===== src/rtl/tsa_pkg.sv =====
`timescale 1ns / 1ps
// ----------------------------------------------------------------------------
// tsa_pkg
// Types, codes and sizes shared by the touch panel sequencer modules.
// ----------------------------------------------------------------------------
package tsa_pkg;

  // Averaging depth: 2**LOG2_SAMPLES conversions make one report.
  localparam int LOG2_SAMPLES = 4;
  localparam int SAMPLE_W     = 10;
  localparam int SUM_W        = SAMPLE_W + LOG2_SAMPLES;
  localparam int COUNT_W      = LOG2_SAMPLES + 1;
  localparam logic [COUNT_W-1:0] SAMPLES = COUNT_W'(1 << LOG2_SAMPLES);

  // Stream widths; the data widths are padded to whole bytes.
  localparam int IN_DATA_W  = 24;
  localparam int IN_USER_W  = 2;
  localparam int OUT_DATA_W = 32;

  // Request kinds carried in the input tuser.
  typedef enum logic [1:0] {
    KIND_IRQ  = 2'd0,
    KIND_TICK = 2'd1,
    KIND_READ = 2'd2,
    KIND_NONE = 2'd3
  } kind_t;

  // Panel sequencer states, one-hot.
  typedef enum logic [2:0] {
    MODE_WAIT_DOWN = 3'b001,
    MODE_WAIT_UP   = 3'b010,
    MODE_AUTO      = 3'b100
  } mode_t;

  // Panel mode codes as reported on the output.
  localparam logic [1:0] PMODE_WAIT_DOWN = 2'd0;
  localparam logic [1:0] PMODE_WAIT_UP   = 2'd1;
  localparam logic [1:0] PMODE_AUTO      = 2'd2;

  typedef struct packed {
    kind_t               kind;
    logic                touch_change_pending;
    logic                conversion_done_pending;
    logic                pen_is_up;
    logic [SAMPLE_W-1:0] x_sample;
    logic [SAMPLE_W-1:0] y_sample;
  } item_t;

  typedef struct packed {
    logic [1:0]          panel_mode;
    logic                start_conversion;
    logic                read_valid;
    logic [SAMPLE_W-1:0] read_x;
    logic [SAMPLE_W-1:0] read_y;
    logic                read_pressure;
  } result_t;

  // Encode the one-hot state into the reported mode code.
  function automatic logic [1:0] mode_code(mode_t m);
    logic [1:0] code;
    unique case (m)
      MODE_WAIT_DOWN: code = PMODE_WAIT_DOWN;
      MODE_WAIT_UP:   code = PMODE_WAIT_UP;
      MODE_AUTO:      code = PMODE_AUTO;
      default:        code = PMODE_WAIT_DOWN;
    endcase
    return code;
  endfunction

endpackage


===== src/rtl/tsa_core.sv =====
`timescale 1ns / 1ps
// ----------------------------------------------------------------------------
// tsa_core
// Panel state, sample accumulators and report mailbox; applies one request
// per enabled cycle and produces its result combinationally.
// ----------------------------------------------------------------------------
module tsa_core (
  input  logic              clk,
  input  logic              rst,
  input  logic              fire,
  input  tsa_pkg::item_t    item,
  output tsa_pkg::result_t  result
);

  tsa_pkg::mode_t                     mode, mode_next;
  logic [tsa_pkg::COUNT_W-1:0]        count, count_next;
  logic [tsa_pkg::SUM_W-1:0]          x_sum, x_sum_next;
  logic [tsa_pkg::SUM_W-1:0]          y_sum, y_sum_next;
  logic                               tick_en, tick_en_next;
  logic                               mb_full, mb_full_next;
  logic [tsa_pkg::SAMPLE_W-1:0]       mb_x, mb_x_next;
  logic [tsa_pkg::SAMPLE_W-1:0]       mb_y, mb_y_next;
  logic                               mb_p, mb_p_next;

  logic [tsa_pkg::COUNT_W-1:0]        count_inc;
  logic [tsa_pkg::SUM_W-1:0]          x_acc, y_acc;
  logic                               start;
  logic                               rd_valid;
  logic [tsa_pkg::SAMPLE_W-1:0]       rd_x, rd_y;
  logic                               rd_p;

  // Accumulated values if this request carries a pen-down sample.
  assign count_inc = count + tsa_pkg::COUNT_W'(1);
  assign x_acc     = x_sum + tsa_pkg::SUM_W'(item.x_sample);
  assign y_acc     = y_sum + tsa_pkg::SUM_W'(item.y_sample);

  // Next state and result for the current request. A post only lands in an
  // empty mailbox; later posts in the same request see the updated flag.
  always_comb begin
    mode_next    = mode;
    count_next   = count;
    x_sum_next   = x_sum;
    y_sum_next   = y_sum;
    tick_en_next = tick_en;
    mb_full_next = mb_full;
    mb_x_next    = mb_x;
    mb_y_next    = mb_y;
    mb_p_next    = mb_p;
    start        = 1'b0;
    rd_valid     = 1'b0;
    rd_x         = '0;
    rd_y         = '0;
    rd_p         = 1'b0;

    unique case (item.kind)
      tsa_pkg::KIND_IRQ: begin
        // Touch change is handled before conversion done.
        if (item.touch_change_pending) begin
          if (item.pen_is_up) begin
            mode_next = tsa_pkg::MODE_WAIT_DOWN;
            if (!mb_full_next) begin
              mb_x_next    = '0;
              mb_y_next    = '0;
              mb_p_next    = 1'b0;
              mb_full_next = 1'b1;
            end
          end else begin
            mode_next = tsa_pkg::MODE_AUTO;
            start     = 1'b1;
          end
        end
        if (item.conversion_done_pending) begin
          if (!item.pen_is_up) begin
            if (count_inc >= tsa_pkg::SAMPLES) begin
              // Full set of samples: post the averages.
              if (!mb_full_next) begin
                mb_x_next    = x_acc[tsa_pkg::SUM_W-1:tsa_pkg::LOG2_SAMPLES];
                mb_y_next    = y_acc[tsa_pkg::SUM_W-1:tsa_pkg::LOG2_SAMPLES];
                mb_p_next    = 1'b1;
                mb_full_next = 1'b1;
              end
              count_next   = '0;
              x_sum_next   = '0;
              y_sum_next   = '0;
              mode_next    = tsa_pkg::MODE_WAIT_UP;
              tick_en_next = 1'b1;
            end else begin
              count_next = count_inc;
              x_sum_next = x_acc;
              y_sum_next = y_acc;
              mode_next  = tsa_pkg::MODE_AUTO;
              start      = 1'b1;
            end
          end else begin
            // Pen lifted during measurement: drop the partial sums.
            count_next   = '0;
            x_sum_next   = '0;
            y_sum_next   = '0;
            tick_en_next = 1'b0;
            mode_next    = tsa_pkg::MODE_WAIT_DOWN;
            if (!mb_full_next) begin
              mb_x_next    = '0;
              mb_y_next    = '0;
              mb_p_next    = 1'b0;
              mb_full_next = 1'b1;
            end
          end
        end
      end
      tsa_pkg::KIND_TICK: begin
        // Periodic recheck of the pen while not measuring.
        if (tick_en && (mode != tsa_pkg::MODE_AUTO)) begin
          if (item.pen_is_up) begin
            tick_en_next = 1'b0;
            mode_next    = tsa_pkg::MODE_WAIT_DOWN;
            if (!mb_full) begin
              mb_x_next    = '0;
              mb_y_next    = '0;
              mb_p_next    = 1'b0;
              mb_full_next = 1'b1;
            end
          end else begin
            mode_next = tsa_pkg::MODE_AUTO;
            start     = 1'b1;
          end
        end
      end
      tsa_pkg::KIND_READ: begin
        // Take the report if there is one; never waits.
        if (mb_full) begin
          rd_valid     = 1'b1;
          rd_x         = mb_x;
          rd_y         = mb_y;
          rd_p         = mb_p;
          mb_full_next = 1'b0;
        end
      end
      default: begin
      end
    endcase
  end

  // Result of the current request.
  always_comb begin
    result.panel_mode       = tsa_pkg::mode_code(mode_next);
    result.start_conversion = start;
    result.read_valid       = rd_valid;
    result.read_x           = rd_x;
    result.read_y           = rd_y;
    result.read_pressure    = rd_p;
  end

  // State registers.
  always_ff @(posedge clk) begin
    if (rst) begin
      mode    <= tsa_pkg::MODE_WAIT_DOWN;
      count   <= '0;
      x_sum   <= '0;
      y_sum   <= '0;
      tick_en <= 1'b0;
      mb_full <= 1'b0;
      mb_x    <= '0;
      mb_y    <= '0;
      mb_p    <= 1'b0;
    end else if (fire) begin
      mode    <= mode_next;
      count   <= count_next;
      x_sum   <= x_sum_next;
      y_sum   <= y_sum_next;
      tick_en <= tick_en_next;
      mb_full <= mb_full_next;
      mb_x    <= mb_x_next;
      mb_y    <= mb_y_next;
      mb_p    <= mb_p_next;
    end
  end

endmodule


===== src/rtl/touch_sample_average_fsm.sv =====
`timescale 1ns / 1ps
// ----------------------------------------------------------------------------
// touch_sample_average_fsm
// Resistive touch panel sequencer with 16-sample averaging and a one-slot
// report mailbox.
// ----------------------------------------------------------------------------
// Usage:
// Requests enter on the s_ stream: s_tuser gives the kind (interrupt, timer
// tick or read) and s_tdata carries the interrupt flags, the pen bit and the
// raw x and y samples. Every request produces exactly one result on the m_
// stream: the panel mode after the request, the conversion start pulse and,
// for a read, the mailbox report (all zero when the mailbox was empty).
// A request is registered on entry, then applied to the panel state as it
// leaves the entry register, and its result is written to the output
// register, which drives m_tvalid. One request is taken per cycle while
// the output is not stalled; the rate is set by the state update in the
// core, which applies one request per enabled cycle.
// When the receiver holds m_tready low, the result stays in the output
// register, the entry register still takes one more request, and s_tready
// then drops until the output drains. Reset clears the panel to wait for
// pen down, empties the sums and mailbox and drops any request in flight.
// ----------------------------------------------------------------------------
module touch_sample_average_fsm (
  input  logic                           clk,
  input  logic                           rst,
  input  logic                           s_tvalid,
  output logic                           s_tready,
  // [0] touch_change_pending, [1] conversion_done_pending, [2] pen_is_up,
  // [12:3] x_sample, [22:13] y_sample, [23] zero
  input  logic [tsa_pkg::IN_DATA_W-1:0]  s_tdata,
  // [1:0] kind
  input  logic [tsa_pkg::IN_USER_W-1:0]  s_tuser,
  output logic                           m_tvalid,
  input  logic                           m_tready,
  // [1:0] panel_mode, [2] start_conversion, [3] read_valid, [13:4] read_x,
  // [23:14] read_y, [24] read_pressure, [31:25] zero
  output logic [tsa_pkg::OUT_DATA_W-1:0] m_tdata
);

  logic              in_valid;
  tsa_pkg::item_t    in_item;
  logic              out_valid;
  tsa_pkg::result_t  out_result;
  tsa_pkg::result_t  core_result;
  logic              advance;

  // A request moves on when the output register is free or being drained.
  assign advance  = in_valid && (!out_valid || m_tready);
  assign s_tready = !in_valid || advance;

  // Entry register.
  always_ff @(posedge clk) begin
    if (rst) begin
      in_valid <= 1'b0;
    end else if (s_tready) begin
      in_valid <= s_tvalid;
    end
  end

  always_ff @(posedge clk) begin
    if (s_tready && s_tvalid) begin
      in_item.kind                    <= tsa_pkg::kind_t'(s_tuser);
      in_item.touch_change_pending    <= s_tdata[0];
      in_item.conversion_done_pending <= s_tdata[1];
      in_item.pen_is_up               <= s_tdata[2];
      in_item.x_sample                <= s_tdata[12:3];
      in_item.y_sample                <= s_tdata[22:13];
    end
  end

  // Panel state and step logic.
  tsa_core u_core (
    .clk    (clk),
    .rst    (rst),
    .fire   (advance),
    .item   (in_item),
    .result (core_result)
  );

  // Output register.
  always_ff @(posedge clk) begin
    if (rst) begin
      out_valid <= 1'b0;
    end else if (advance) begin
      out_valid <= 1'b1;
    end else if (m_tready) begin
      out_valid <= 1'b0;
    end
  end

  always_ff @(posedge clk) begin
    if (advance) begin
      out_result <= core_result;
    end
  end

  assign m_tvalid = out_valid;
  assign m_tdata  = {7'd0,
                     out_result.read_pressure,
                     out_result.read_y,
                     out_result.read_x,
                     out_result.read_valid,
                     out_result.start_conversion,
                     out_result.panel_mode};

endmodule


===== config.mk =====
export PLATFORM = sky130hd
export DESIGN_NAME = touch_sample_average_fsm
export DESIGN_NICKNAME = d
export VERILOG_FILES = /design/src/rtl/tsa_pkg.sv /design/src/rtl/tsa_core.sv /design/src/rtl/touch_sample_average_fsm.sv
export SDC_FILE = /design/constraint.sdc
export NUM_CORES = 1
export LEC_CHECK = 0
export ABC_AREA = 1
export BUFFER_PORTS_ARGS = -buffer_cell sky130_fd_sc_hd__buf_2
export CAP_MARGIN = 20
export CORE_MARGIN = 10
export CORE_UTILIZATION = 65
export DETAILED_ROUTE_END_ITERATION = 8
export HOLD_SLACK_MARGIN = 0.05
export PLACE_DENSITY_LB_ADDON = 0.12
export RECOVER_POWER = 50
export SLEW_MARGIN = 5
export SYNTH_ARGS = -nofsm -noshare
export SYNTH_HDL_FRONTEND = slang
export SYNTH_SLANG_ARGS = --single-unit
export TNS_END_PERCENT = 20

===== constraint.sdc =====
create_clock -name clk -period 5.6 [get_ports clk]
set_input_delay 1.4 -clock clk [delete_from_list [all_inputs] [get_ports clk]]
set_output_delay 1.4 -clock clk [all_outputs]
set_load 0.05 [all_outputs]

* Word level (Yosys, flattened, before mapping)
Index checks and enable logic that the tools add are counted.
** Storage, ports and cells
- RAM bits :: 0
- Bits in read-only memories :: 0
- Memories :: 0
- Input port bits :: 30
- Bits in registers :: 111
- Latch bits :: 0
** Operators by class
- Multiplexer cells :: 68
- $lt $le $gt $ge :: 1
- Bitwise operators :: 0
- Reduce and logical (&&, ||, !) cells :: 15
- Divide/modulo/power cells :: 0
- Shifts and indexed selects :: 0
- Add/subtract/negate cells :: 3
- Multipliers :: 0
- Equality and inequality tests :: 9
** Operators by type and width (count)
- 10-bit 2-to-1 mux :: 18
- 14-bit 2-to-1 mux :: 4
- 10-bit one-hot mux with 2 select lines :: 2
- 1-bit 2-to-1 mux :: 30
- 14-bit by 10-bit adder with 14-bit output :: 2
- 3-bit 2-to-1 mux :: 6
- 5-bit 2-to-1 mux :: 2
- 3-bit AND reduction :: 3
- 1-bit one-hot mux with 2 select lines :: 3
- 3-bit one-hot mux with 2 select lines :: 1
- 6-bit AND reduction :: 1
- 5-bit by 1-bit adder with 5-bit output, second input constant :: 1
- 5-bit greater-or-equal comparator, second input constant :: 1
- 2-bit inequality test, second input constant :: 2
- 2-bit one-hot mux with 2 select lines :: 1
- 2-bit nonzero test :: 2
- 3-bit by 2-bit == test with 1-bit output, second input constant :: 1
- 3-bit == test, second input constant :: 1
- 1-bit logical AND :: 3
- 3-bit by 2-bit inequality test with 1-bit output, second input constant :: 1
- 3-bit inequality test, second input constant :: 1
- 1-bit one-hot mux with 3 select lines :: 1
- 3-bit nonzero test :: 1
- 2-bit by 1-bit == test with 1-bit output, second input constant :: 1
- 5 further kinds :: 7

* Logic depth before layout (Yosys ltp)
Gate-level depths: netlist of the first run.
- Depth after elaboration :: 8
- Mapped depth :: 14
- Mapped depth without buffers :: 14

* By module
A second synthesis of the first run with hierarchy kept.
** Second synthesis, totals
- Cells, all modules :: 803
- Area total of the unflattened synthesis :: 6157.2 µm²
** By module, submodules not included
- tsa_core :: area an instance 4508.1 µm², instances 1, cells each 733, seq. area each 1181.1 µm²
- touch_sample_average_fsm :: area an instance 1649.1 µm², instances 1, cells each 70, seq. area each 1541.5 µm²

* Least setup slack after synthesis of the first run
OpenSTA, ideal clock, no wires.
- Path type :: in2out
- Start :: input port m_tready
- End :: output port s_tready
- Data required time :: 4.200 ns
- Buffers on the path :: 0
- Arrival time :: 1.860 ns
- Path slack :: 2.340 ns
- Cell stages on the path :: 2
- Cells stage by stage :: inv_1 > nand3_1
** On the way
- Longest elaborated chain between the ends :: 3
** Ends and longest elaborated chain
- from (decl) :: line touch_sample_average_fsm.sv:34 : input logic m_tready,
- 1-bit logical OR :: line touch_sample_average_fsm.sv:48 : assign advance = in_valid && (!out_valid || m_tready);
- 1-bit logical AND :: line touch_sample_average_fsm.sv:48
- 1-bit logical OR :: line touch_sample_average_fsm.sv:49 : assign s_tready = !in_valid || advance;
- to (decl) :: line touch_sample_average_fsm.sv:27 : output logic s_tready,
Every way passes these cells.

==> results of run 1 <==
cells by family after synthesis:
group | count (synthesis) | share of synthesized area [%]
AO/OA/AOI/OAI | 150 | 13.0
XOR/XNOR | 15 | 2.21
adder cells (fa/ha/maj) | 27 | 5.33
buffers and inverters | 155 | 10.1
flip-flops | 111 | 41.1
other | 1 | 0.0566
AND/OR/NAND/NOR | 422 | 28.1
state kept, by name, indices dropped and copies added (netlist names):
register        cells
u_core.mb_x        10
in_valid            1
u_core.count        5
m_tvalid            1
in_item            25
u_core.mb_y        10
u_core.x_sum       14
u_core.y_sum       14
u_core.mb_p         1
u_core.mode         3
m_tdata            25
u_core.mb_full      1
u_core.tick_en      1
stage by stage:
step	worst slack (ps)	hold WS [ps]	cell area [sq um]
after floorplan	2340	449	6640
after global placement	2030	455	6870
after detailed placement	1890	465	6870
after CTS	2300	481	7060
after global routing	1310	494	7040
final	1460	478	7040
layer usage:
layer / vias up / part of all wire (%) / track usage [%]
met5: - / 0 / 0
met4: 0 / 2.7 / 11.0
met3: 38 / 8.7 / 5.12
met2: 273 / 47 / 37.8
met1: 2763 / 41 / 27.9
li1: 2928 / - / -
critical path, cell delays in order:
cell and delay (ps):
sky130_fd_sc_hd__clkbuf_1 1790, sky130_fd_sc_hd__inv_1 820, sky130_fd_sc_hd__o21ai_0 330, sky130_fd_sc_hd__a21oi_1 60
cells in the final DEF (no fill, tap or decap), types with 10 or more instances in the layout:
cell type | Yosys | layout
sky130_fd_sc_hd__a21oi_1 | 90 | 90
sky130_fd_sc_hd__buf_2 | 6 | 34
sky130_fd_sc_hd__clkbuf_1 | 16 | 22
sky130_fd_sc_hd__dfxtp_1 | 61 | 61
sky130_fd_sc_hd__edfxtp_1 | 50 | 50
sky130_fd_sc_hd__ha_1 | 25 | 25
sky130_fd_sc_hd__inv_1 | 110 | 110
sky130_fd_sc_hd__nand2_1 | 267 | 268
sky130_fd_sc_hd__nand3_1 | 63 | 63
sky130_fd_sc_hd__nor2_1 | 51 | 51
sky130_fd_sc_hd__o21ai_0 | 21 | 21
sky130_fd_sc_hd__xor2_1 | 10 | 10
worst paths after layout:
kind,start,end,slack (ps),cells after the start
worst max-delay path,rst,u_core.mb_y[6]$_SDFFE_PP0P_,1460,4
worst min register to register,u_core.y_sum[3]$_SDFFE_PP0P_,u_core.y_sum[3]$_SDFFE_PP0P_,480,2
worst min-delay path,u_core.y_sum[3]$_SDFFE_PP0P_,u_core.y_sum[3]$_SDFFE_PP0P_,480,2
worst max register to register,in_item[24]$_DFFE_PP_,u_core.mb_x[0]$_SDFFE_PP0P_,2340,8
layout make-up:
class,instances,area share (%)
clock inverter,7,1.05
clock buffer,9,1.76
tap,133,2.36
inverter,119,6.45
multi-input combinational,621,46.1
timing repair buffer,56,3.59
sequential,111,38.7
power groups by stage:
stage | clock network (uW) | logic (uW) | registers, uW
global route | 524 | 239 | 899
detailed placement | 0 | 218 | 913
global placement | 0 | 212 | 912
floorplan | 0 | 144 | 936
CTS | 498 | 219 | 895
finish | 489 | 219 | 896
==> impl_results.md, run 1 <==
* Total via count after detailed routing at 6002
* Areal power density over the cells at around 230 nW/um^2
* Warning count from the yosys run at 0
* Nature of the critical path endpoint: register
* Number of cells upsized or downsized after cts at 0
* Slew @ Worst Pin at 2570 ps
* Share of the synthesized area in the top cell type at a little under a quarter
* Wire length reported by the detailed router at between 15 and 20 mm
* Most frequently used flop master after synthesis: sky130_fd_sc_hd__dfxtp_1
* Synth top cells by count: sky130_fd_sc_hd__nand2_1, sky130_fd_sc_hd__inv_1, sky130_fd_sc_hd__a21oi_1
* Post-synthesis cell area at about 6600 sq um
* Number of sinks driven by the clock tree at approximately 110
* Fmax at between 200 and 250 MHz
* Headroom to the max-slew limit at -71.5%
* RSZ-0062 raised after global routing: no
* Yosys reg bits at about 110
* Worst Path Arrival at around 4400 ps
* Clock network fraction of design power at just over 30%
* Core region area at 9860 sq um
* Leak at just over 0.003 uW
* Clock transition at path regs at about 100 ps
* Total chip power at 1600 uW
* Remaining antenna violation count after routing at 0
* Clk buf depth at 2
* Comb power frac at 13.7%
* Routability Congestion at 0.912
* Number of max-cap violations at 1
* Number of fill cells in the layout at between 800 and 900
* I/O Pins at 64
* Number of failing hold endpoints at the final stage at 0
* Detailed-route wire length per cell at around 16 um
* Synthesized instance count at ~880
* H-tree level count at 3
* Root buffer selected by CTS: sky130_fd_sc_hd__clkbuf_8
* Seq/Total Area, Yosys at between 40 and 50%
* CP startpoint kind: input pin
* Number of nets in the layout at 975
* First-pass GRT wire length at between 20 and 30 mm
* Violations in the final reports: max-capacitance violations, max-slew violations
* Switching part of the total power at a little under 30%
* DRC marker count from the first detailed-route iteration at between 400 and 500
* Detailed Routing Iterations Pass 1 at 5
* Number of I/O port buffers at 55
* Reg power frac at a little under three fifths
* Cell types with the largest area share after synthesis: sky130_fd_sc_hd__edfxtp_1, sky130_fd_sc_hd__dfxtp_1, sky130_fd_sc_hd__nand2_1
* TritonCTS clock tree: done
* Setup tns final at 0 ps
* Net switching component of the power at 467 uW
* Library cells used by synthesis at 51
* Gr ovfl total at 0
* Post-layout util at a little under three quarters
* Yosys top cell by area: sky130_fd_sc_hd__edfxtp_1
* Final Critical Period at between 4000 and 5000 ps
* HPWL Detailed at between 10 and 15 mm
* Number of remaining DRC errors at 0
* HP Class: register to register
* Die outline height at 121 um
* Overall global routing resource usage at ~23%
* Final clock skew at ~15 ps
* Crit Path Max Fanout at slightly below 50
* Antenna violations before repair at 0
* Starting density of the core at approximately 67%
* Standard-cell rows at 36
* Proportion of layout cells with a drive suffix above 1 at under 10%
* Final non-filler cell total at approximately 1100
* Insertion delay to the later sink of the worst-skew pair at roughly 400 ps
* Number of buffers inserted by post-CTS setup repair at 0
* Number of flops mapped to enable cells by yosys at 50
* Area of the die at approximately 15000 sq um
* Peak supply drop at ~0.24 mV
* Internal at roughly 1100 uW
* Layout overhead on the synthesized area at 6.33%
* Die Wd at 121 um
* Inserted Clock Buffers at 9
* Placed Cells at slightly above 1000
* Setup Crit Path Kind: input pin to register
* Register area at about 2700 sq um
* Final critical-path share of the clock period at between 70% and 80%
* Vias per inst at ~5.7
* Synth async-reset ratio at 0%
* Via count of the first global-routing pass at between 5000 and 6000
* Hold-fix buffers at CTS at 0
* Data required time of the critical path at around 5900 ps
* Cell with the most instances after synthesis: sky130_fd_sc_hd__nand2_1
* Synth Area per Inst at roughly 7.5 sq um
* Count of final setup violators at 0
* Outcome: finished, violations left
* Area of the multi-input gates at 3250 sq um
* Final Slew Violations at 50
* ANT cells at 0
* Largest net degree at the start of global routing at 50
(Power assumes the default switching activity.)
==> inputs of run 2 (changes only) <==
--- a/config.mk
+++ b/config.mk
@@ -5,11 +5,11 @@
 export SDC_FILE = /design/constraint.sdc
 export NUM_CORES = 1
 export LEC_CHECK = 0
-export ABC_AREA = 1
+export ABC_AREA = 0
 export BUFFER_PORTS_ARGS = -buffer_cell sky130_fd_sc_hd__buf_2
 export CAP_MARGIN = 20
 export CORE_MARGIN = 10
-export CORE_UTILIZATION = 65
+export CORE_UTILIZATION = 59
 export DETAILED_ROUTE_END_ITERATION = 8
 export HOLD_SLACK_MARGIN = 0.05
 export PLACE_DENSITY_LB_ADDON = 0.12
==> constraint.sdc (replaced) <==
create_clock -name clk -period 4 [get_ports clk]
set_input_delay 1 -clock clk [delete_from_list [all_inputs] [get_ports clk]]
set_output_delay 1 -clock clk [all_outputs]
set_load 0.05 [all_outputs]
==> run 2 against run 1 <==
The flow now finishes without violations. Worst setup slack got worse by 280 ps. Routed wire length decreased by 22%. Combinational power increased by 4%. Sequential power increased by 38%. Global-route usage decreased by 5.0 points. Sequential cell count unchanged. Synthesized area decreased by 14%. Critical endpoint is now u_core.mb_x[0]$_SDFFE_PP0P_. Final cell count decreased by 28%. Largest power group unchanged.
==> impl_results.md, run 2 <==
* Outcome: complete, no violations (was finished, violations left)
* Vias per inst at 6.24 (was 5.68)
* Via count of the first global-routing pass at 4602 (was 5787)
* Final Slew Violations at 0 (was 50)
* Most frequent standard cell in the layout excluding fill and tap cells: sky130_fd_sc_hd__dfxtp_1 (was sky130_fd_sc_hd__nand2_1)
* Area of the multi-input gates at 2780 sq um (was 3250 sq um)
* Warning count from the yosys run at 0 (unchanged)
* Area of the die at 14000 sq um (was 14600 sq um)
* Setup Crit Path Kind: input pin to register (unchanged)
* Insertion delay to the later sink of the worst-skew pair at 360 ps (was 400 ps)
* Number of remaining DRC errors at 0 (unchanged)
* Register area at 2720 sq um (unchanged)
* Number of fill cells in the layout at 786 (was 805)
* Number of buffers inserted by post-CTS setup repair at 0 (unchanged)
* RSZ-0062 raised after global routing: no (unchanged)
* Number of cells upsized or downsized after cts at 0 (unchanged)
* Die outline height at 118 um (was 121 um)
* Yosys reg bits at 111 (unchanged)
* Starting density of the core at 61.3% (was 67.1%)
* Number of flops mapped to enable cells by yosys at 50 (unchanged)
* Wire length reported by the detailed router at 13.0 mm (was 16.5 mm)
* Slew @ Worst Pin at 1410 ps (was 2570 ps)
* Crit Path Max Fanout at 16 (was 49)
* I/O Pins at 64 (unchanged)
* Placed Cells at 746 (was 1039)
* Largest net degree at the start of global routing at 54 (was 50)
* Count of final setup violators at 0 (unchanged)
* Data required time of the critical path at 4240 ps (was 5890 ps)
* Internal at 1650 uW (was 1140 uW)
* Detailed Routing Iterations Pass 1 at 5 (unchanged)
* Cell repeated most along the worst path: sky130_fd_sc_hd__nand2_1
* Root buffer selected by CTS: sky130_fd_sc_hd__clkbuf_8 (unchanged)
* Hold-fix buffers at CTS at 0 (unchanged)
* Number of failing hold endpoints at the final stage at 0 (unchanged)
* Core region area at 9330 sq um (was 9860 sq um)
* Total via count after detailed routing at 4760 (was 6002)
* Peak supply drop at 0.204 mV (was 0.241 mV)
* Setup tns final at 0 ps (unchanged)
* Gr ovfl total at 0 (unchanged)
* Net switching component of the power at 560 uW (was 467 uW)
* Number of nets in the layout at 686 (was 975)
* Clk buf depth at 2 (unchanged)
* Cell types with the largest area share after synthesis: sky130_fd_sc_hd__edfxtp_1, sky130_fd_sc_hd__dfxtp_1, sky130_fd_sc_hd__ha_1 (was sky130_fd_sc_hd__edfxtp_1, sky130_fd_sc_hd__dfxtp_1, sky130_fd_sc_hd__nand2_1)
* Max stage delay on crit path at 570 ps (was 1790 ps)
* Share of the synthesized area in the top cell type at 26.3% (was 22.7%)
* Final clock skew at 11.9 ps (was 15.0 ps)
* Yosys top cell by area: sky130_fd_sc_hd__edfxtp_1 (unchanged)
* Synth Area per Inst at 9.74 sq um (was 7.51 sq um)
* Areal power density over the cells at 353 nW/um^2 (was 228 nW/um^2)
* Antenna violations before repair at 0 (unchanged)
* HP Class: register to register (unchanged)
* Cell with the most instances after synthesis: sky130_fd_sc_hd__dfxtp_1 (was sky130_fd_sc_hd__nand2_1)
* Die Wd at 118 um (was 121 um)
* Cell class contributing the biggest share of worst-path delay: compound AO/OA/AOI/OAI gates (was buffers and inverters)
* Clock network fraction of design power at 33.6% (was 30.5%)
* Standard-cell rows at 35 (was 36)
* Worst hold path startpoint: u_core.mb_x[3]$_SDFFE_PP0P_ (was u_core.y_sum[3]$_SDFFE_PP0P_)
* Final Critical Period at ~2800 ps
* Proportion of layout cells with a drive suffix above 1 at 11.4% (was 9.75%)
* Clock transition at path regs at 100 ps (about the same)
* Inserted Clock Buffers at 9 (unchanged)
* Cell type of the slowest stage on the worst timing path: sky130_fd_sc_hd__a2111o_1 (was sky130_fd_sc_hd__clkbuf_1)
* WP buf/inv at 2 (unchanged)
* Switching part of the total power at 25.3% (was 29.1%)
* Source of the critical timing path: m_tready (was rst)
* TritonCTS clock tree: done (unchanged)
* H-tree level count at 3 (unchanged)
* Final critical-path share of the clock period at between 70% and 80%
* Worst-path cell chain: buf_2, nand2b_1, nand2_1, inv_1, nand2_1, a2111o_1, a22oi_1, nor2_1 (was clkbuf_1, inv_1, o21ai_0, a21oi_1)
* Library cells used by synthesis at 69 (was 51)
* Number of max-cap violations at 0 (was 1)
* First-pass GRT wire length at 21.8 mm (was 27.2 mm)
* Remaining antenna violation count after routing at 0 (unchanged)
* Final non-filler cell total at 763 (was 1056)
* Synthesized instance count at 587 (was 881)
* Post-layout util at 67.1% (was 71.4%)
* Seq/Total Area, Yosys at 47.6% (was 41.1%)
* Headroom to the max-slew limit at 5.85% (was -71.5%)
* ANT cells at 0 (unchanged)
* Synth top cells by count: sky130_fd_sc_hd__dfxtp_1, sky130_fd_sc_hd__nor2_1, sky130_fd_sc_hd__edfxtp_1 (was sky130_fd_sc_hd__nand2_1, sky130_fd_sc_hd__inv_1, sky130_fd_sc_hd__a21oi_1)
* Synth async-reset ratio at 0% (unchanged)
* Number of sinks driven by the clock tree at 111 (unchanged)
* Reg power frac at 56.0% (was 55.8%)
* Worst r2r src: in_item[23]$_DFFE_PP_ (was in_item[24]$_DFFE_PP_)
* CP startpoint kind: input pin (unchanged)
* HPWL Detailed at 9.29 mm (was 11.6 mm)
* Fmax at between 300 and 400 MHz
* Post-synthesis cell area at 5720 sq um (was 6620 sq um)
* Overall global routing resource usage at 18.0% (was 22.9%)
* Routability Congestion at 0.891 (was 0.912)
* Most frequently used flop master after synthesis: sky130_fd_sc_hd__dfxtp_1 (unchanged)
* Number of I/O port buffers at 55 (unchanged)
* Layout overhead on the synthesized area at 9.49% (was 6.33%)
* Nature of the critical path endpoint: register (unchanged)
* Worst Path Arrival at 3050 ps (was 4430 ps)
* DRC marker count from the first detailed-route iteration at 386 (was 475)
* Leak at 0.00232 uW (was 0.00305 uW)
* Commonest non-fill, non-tap cells in the layout: sky130_fd_sc_hd__dfxtp_1, sky130_fd_sc_hd__nor2_1, sky130_fd_sc_hd__edfxtp_1, sky130_fd_sc_hd__nand2_1 (was sky130_fd_sc_hd__nand2_1, sky130_fd_sc_hd__inv_1, sky130_fd_sc_hd__a21oi_1, sky130_fd_sc_hd__nand3_1, sky130_fd_sc_hd__dfxtp_1)
* Detailed-route wire length per cell at 17.0 um (was 15.7 um)
* Comb power frac at 10.3% (was 13.7%)
[run 2: changes by cell type after synthesis, moves of 23 or more]
cell	change
sky130_fd_sc_hd__a22oi_1	+23
sky130_fd_sc_hd__nand3_1	-47
sky130_fd_sc_hd__nand2_1	-227
sky130_fd_sc_hd__inv_1	-98
sky130_fd_sc_hd__a21oi_1	-51
sky130_fd_sc_hd__and3_1	+26
[run 2: layer usage]
metal,GRT usage [%],share of wire (%),routed length [um],up-vias
li1,-,-,-,2275
met4,5.34,1.6,212,0
met3,3.38,7.9,1020,24
met2,30.1,47,6110,215
met5,0,0,0,-
met1,23.1,43,5610,2246
[run 2: logic make-up after synthesis]
kind of cell | Yosys count | synth area share [%]
compound gates | 173 | 20.5
xor+xnor | 21 | 3.22
fa+ha+maj | 27 | 6.17
buf+inv | 50 | 4.09
flops | 111 | 47.6
mux | 2 | 0.350
other cells | 1 | 0.0656
simple gates | 202 | 18.0
[run 2: cell type report]
cell class	instances	area share [%]
multi-input combinational	432	44.4
sequential	111	43.5
timing repair buffer	63	5.23
tap	129	2.58
clock buffer	11	2.26
clock inverter	5	1.30
inverter	12	0.719
[run 2: path summary, 6_finish.rpt]
| kind | endpoint | slack, ps | cells past startpoint |
|---|---|---|---|
| setup / recovery | u_core.mb_x[0]$_SDFFE_PP0P_ | 1190 | 8 |
| setup reg to reg | u_core.count[2]$_SDFFE_PP0P_ | 1260 | 7 |
| hold / removal | u_core.mb_x[3]$_SDFFE_PP0P_ | 470 | 2 |
| hold reg to reg | u_core.mb_x[3]$_SDFFE_PP0P_ | 470 | 2 |
[run 2: worst min-delay path, stage by stage, from the launching register on]
cell and delay [ps]:
sky130_fd_sc_hd__dfxtp_1 340, sky130_fd_sc_hd__nand2_1 40, sky130_fd_sc_hd__o21ai_0 60
[run 2: metrics by stage]
stage / hold WS (ps) / setup slack, ps / instance area (sq um) / power [uW]
floorplan: 416 / 1180 / 5740 / 1430
global placement: 431 / 1010 / 6040 / 1480
detailed placement: 444 / 956 / 6040 / 1490
CTS: 463 / 1280 / 6260 / 2220
global route: 487 / 1030 / 6260 / 2290
finish: 466 / 1190 / 6260 / 2210
[run 2: power groups by stage]
| stage | logic [uW] | registers (uW) | clock network [uW] |
|---|---|---|---|
| floorplan | 140 | 1290 | 0 |
| global placement | 218 | 1270 | 0 |
| detailed placement | 224 | 1270 | 0 |
| CTS | 225 | 1240 | 757 |
| global route | 248 | 1240 | 799 |
| finish | 228 | 1240 | 744 |
==> inputs of run 3 (changes only) <==
--- a/config.mk
+++ b/config.mk
@@ -9,7 +9,7 @@
 export BUFFER_PORTS_ARGS = -buffer_cell sky130_fd_sc_hd__buf_2
 export CAP_MARGIN = 20
 export CORE_MARGIN = 10
-export CORE_UTILIZATION = 59
+export CORE_UTILIZATION = 53
 export DETAILED_ROUTE_END_ITERATION = 8
 export HOLD_SLACK_MARGIN = 0.05
 export PLACE_DENSITY_LB_ADDON = 0.12
==> constraint.sdc (replaced) <==
create_clock -name clk -period 2.4 [get_ports clk]
set_input_delay 0.6 -clock clk [delete_from_list [all_inputs] [get_ports clk]]
set_output_delay 0.6 -clock clk [all_outputs]
set_load 0.05 [all_outputs]
==> run 3 against run 2 <==
First-iteration DRC count shrank 2.3%. Final area increased by 4.6%. Final cell count up 5.5%. Sequential share of layout area down 1.9 points. Non-clock buffer count rose by 35. Clock power up 41%. Sequential power rose by 65%.
==> impl_results.md, run 3 (synthesized netlist as in run 2, its figures left out) <==
* Outcome: complete, no violations (unchanged)
* Vias per inst at 6.00 (was 6.24)
* Remaining antenna violation count after routing at 0 (unchanged)
* Area of the multi-input gates at 2870 sq um (was 2780 sq um)
* Number of sinks driven by the clock tree at 111 (unchanged)
* Switching part of the total power at 27.2% (was 25.3%)
* Nature of the critical path endpoint: register (unchanged)
* Crit Path Max Fanout at 14 (was 16)
* Largest net degree at the start of global routing at 38 (was 54)
* Number of fill cells in the layout at 923 (was 786)
* Number of I/O port buffers at 55 (unchanged)
* Final critical-path share of the clock period at between 90 and 100%
* Worst hold path startpoint: s_tdata[3] (was u_core.mb_x[3]$_SDFFE_PP0P_)
* Leak at 0.00246 uW (was 0.00232 uW)
* Wire length reported by the detailed router at 13.8 mm (was 13.0 mm)
* Die outline height at 124 um (was 118 um)
* HPWL Detailed at 10.2 mm (was 9.29 mm)
* Inserted Clock Buffers at 9 (unchanged)
* Clk buf depth at 2 (unchanged)
* Clock transition at path regs at 110 ps (was 100 ps)
* Net switching component of the power at 960 uW (was 560 uW)
* First-pass GRT wire length at 22.8 mm (was 21.8 mm)
* Most frequent standard cell in the layout excluding fill and tap cells: sky130_fd_sc_hd__dfxtp_1 (unchanged)
* Starting density of the core at 54.9% (was 61.3%)
* Proportion of layout cells with a drive suffix above 1 at 16.6% (was 11.4%)
* Internal at 2560 uW (was 1650 uW)
* Setup Crit Path Kind: register to register (was input pin to register)
* Number of max-cap violations at 0 (unchanged)
* TritonCTS clock tree: done (unchanged)
* Final clock skew at 11.0 ps (was 11.9 ps)
* Core region area at 10400 sq um (was 9330 sq um)
* Total via count after detailed routing at 4830 (was 4760)
* Hold-fix buffers at CTS at 0 (unchanged)
* Standard-cell rows at 37 (was 35)
* Clock network fraction of design power at 29.7% (was 33.6%)
* Gr ovfl total at 0 (unchanged)
* Source of the critical timing path: u_core.count[1]$_SDFFE_PP0P_ (was m_tready)
* Antenna violations before repair at 0 (unchanged)
* ANT cells at 0 (unchanged)
* HP Class: input pin to register (was register to register)
* Overall global routing resource usage at 18.4% (was 18.0%)
* CP startpoint kind: register (was input pin)
* Final Critical Period at 2340 ps
* Detailed-route wire length per cell at 17.2 um (was 17.0 um)
* Areal power density over the cells at 538 nW/um^2 (was 353 nW/um^2)
* Setup tns final at 0 ps (unchanged)
* Slew @ Worst Pin at 662 ps (was 1410 ps)
* Final Slew Violations at 0 (unchanged)
* Peak supply drop at 0.274 mV (was 0.204 mV)
* Data required time of the critical path at 2720 ps (was 4240 ps)
* Detailed Routing Iterations Pass 1 at 5 (unchanged)
* Insertion delay to the later sink of the worst-skew pair at 380 ps (was 360 ps)
* Worst Path Arrival at 2660 ps (was 3050 ps)
* Worst r2r src: u_core.count[1]$_SDFFE_PP0P_ (was in_item[23]$_DFFE_PP_)
* Number of buffers inserted by post-CTS setup repair at 0 (unchanged)
* Commonest non-fill, non-tap cells in the layout: sky130_fd_sc_hd__dfxtp_1, sky130_fd_sc_hd__nor2_1, sky130_fd_sc_hd__edfxtp_1, sky130_fd_sc_hd__nand2_1, sky130_fd_sc_hd__buf_4 (was sky130_fd_sc_hd__dfxtp_1, sky130_fd_sc_hd__nor2_1, sky130_fd_sc_hd__edfxtp_1, sky130_fd_sc_hd__nand2_1)
* Headroom to the max-slew limit at 55.7% (was 5.85%)
* Root buffer selected by CTS: sky130_fd_sc_hd__clkbuf_8 (unchanged)
* Fmax at 427 MHz
* Post-layout util at 62.9% (was 67.1%)
* Count of final setup violators at 0 (unchanged)
* I/O Pins at 64 (unchanged)
* H-tree level count at 3 (unchanged)
* Area of the die at 15300 sq um (was 14000 sq um)
* RSZ-0062 raised after global routing: yes (was no)
* Routability Congestion at 0.916 (was 0.891)
* Via count of the first global-routing pass at 4725 (was 4602)
* Comb power frac at 12.0% (was 10.3%)
* DRC marker count from the first detailed-route iteration at 377 (was 386)
* Number of failing hold endpoints at the final stage at 0 (unchanged)
* Die Wd at 124 um (was 118 um)
* Layout overhead on the synthesized area at 14.5% (was 9.49%)
* Reg power frac at 58.3% (was 56.0%)
* Number of nets in the layout at 721 (was 686)
* Register area at 2720 sq um (unchanged)
* Number of remaining DRC errors at 0 (unchanged)
[run 3: cell count changes in the layout (fill, tap and decap cells not counted), moves of 3 or more]
| cell | previous run | this run |
|---|---|---|
| sky130_fd_sc_hd__xnor2_1 | 13 | 10 |
| sky130_fd_sc_hd__clkbuf_1 | 19 | 31 |
| sky130_fd_sc_hd__buf_4 | 5 | 38 |
| sky130_fd_sc_hd__a21oi_2 | 0 | 3 |
| sky130_fd_sc_hd__xnor2_2 | 0 | 3 |
| sky130_fd_sc_hd__buf_2 | 39 | 28 |
| sky130_fd_sc_hd__a21oi_1 | 39 | 36 |
[run 3: timing repair]
item | 4_1_cts | 5_1_grt
setup endpoints to repair | 1 | 23
resized for setup | 1 | 17
endpoints found under the hold margin | 0 | 0
pin swaps | 0 | 2
[run 3: area by class of cell]
class | count | share of cell area, %
clock buffer | 12 | 2.22
clock inverter | 4 | 0.440
inverter | 12 | 0.688
multi-input combinational | 432 | 43.8
sequential | 111 | 41.6
tap | 136 | 2.60
timing repair buffer | 98 | 8.66
[run 3: worst paths after layout]
path | cells past startpoint | slack, ps | endpoint
setup reg to reg | 7 | 60 | u_core.x_sum[12]$_SDFFE_PP0P_
hold reg to reg | 2 | 460 | u_core.y_sum[12]$_SDFFE_PP0P_
setup / recovery | 7 | 60 | u_core.x_sum[12]$_SDFFE_PP0P_
hold / removal | 1 | 390 | in_item[10]$_DFFE_PP_
[run 3: layer usage]
metal	vias up	share of wire, %	routed length, um	global-route usage, %
met5	-	0	0	0
met4	0	1.5	201	6.84
met3	16	7.7	1060	3.48
met2	169	48	6590	30.0
met1	2305	43	5980	23.7
li1	2340	-	-	-
[run 3: per-stage QoR]
| stage | cell area [sq um] | hold WS (ps) | cells | setup slack, ps | total power [uW] |
|---|---|---|---|---|---|
| after floorplan | 5740 | 416 | 593 | 167 | 2390 |
| after global placement | 6330 | 432 | 788 | 54.2 | 2510 |
| after global routing | 6550 | 379 | 805 | -101 | 3660 |
| after detailed placement | 6330 | 446 | 788 | 37.0 | 2520 |
| after CTS | 6510 | 382 | 804 | 1.40 | 3540 |
| final | 6550 | 390 | 805 | 60.3 | 3520 |
[run 3: power by group through the flow]
stage,sequential [uW],combinational (uW),clock (uW)
after detailed placement,2100,420,0
after CTS,2060,423,1070
final,2050,424,1050
after global placement,2100,411,0
after global routing,2060,463,1140
after floorplan,2160,234,0
[run 3: worst max-delay path, stage by stage (launching register included)]
cell	delay [ps]
sky130_fd_sc_hd__dfxtp_1	370
sky130_fd_sc_hd__ha_1	180
sky130_fd_sc_hd__nand3_1	160
sky130_fd_sc_hd__xnor2_1	250
sky130_fd_sc_hd__buf_4	180
sky130_fd_sc_hd__or3_4	460
sky130_fd_sc_hd__or4_1	530
sky130_fd_sc_hd__a21oi_1	150
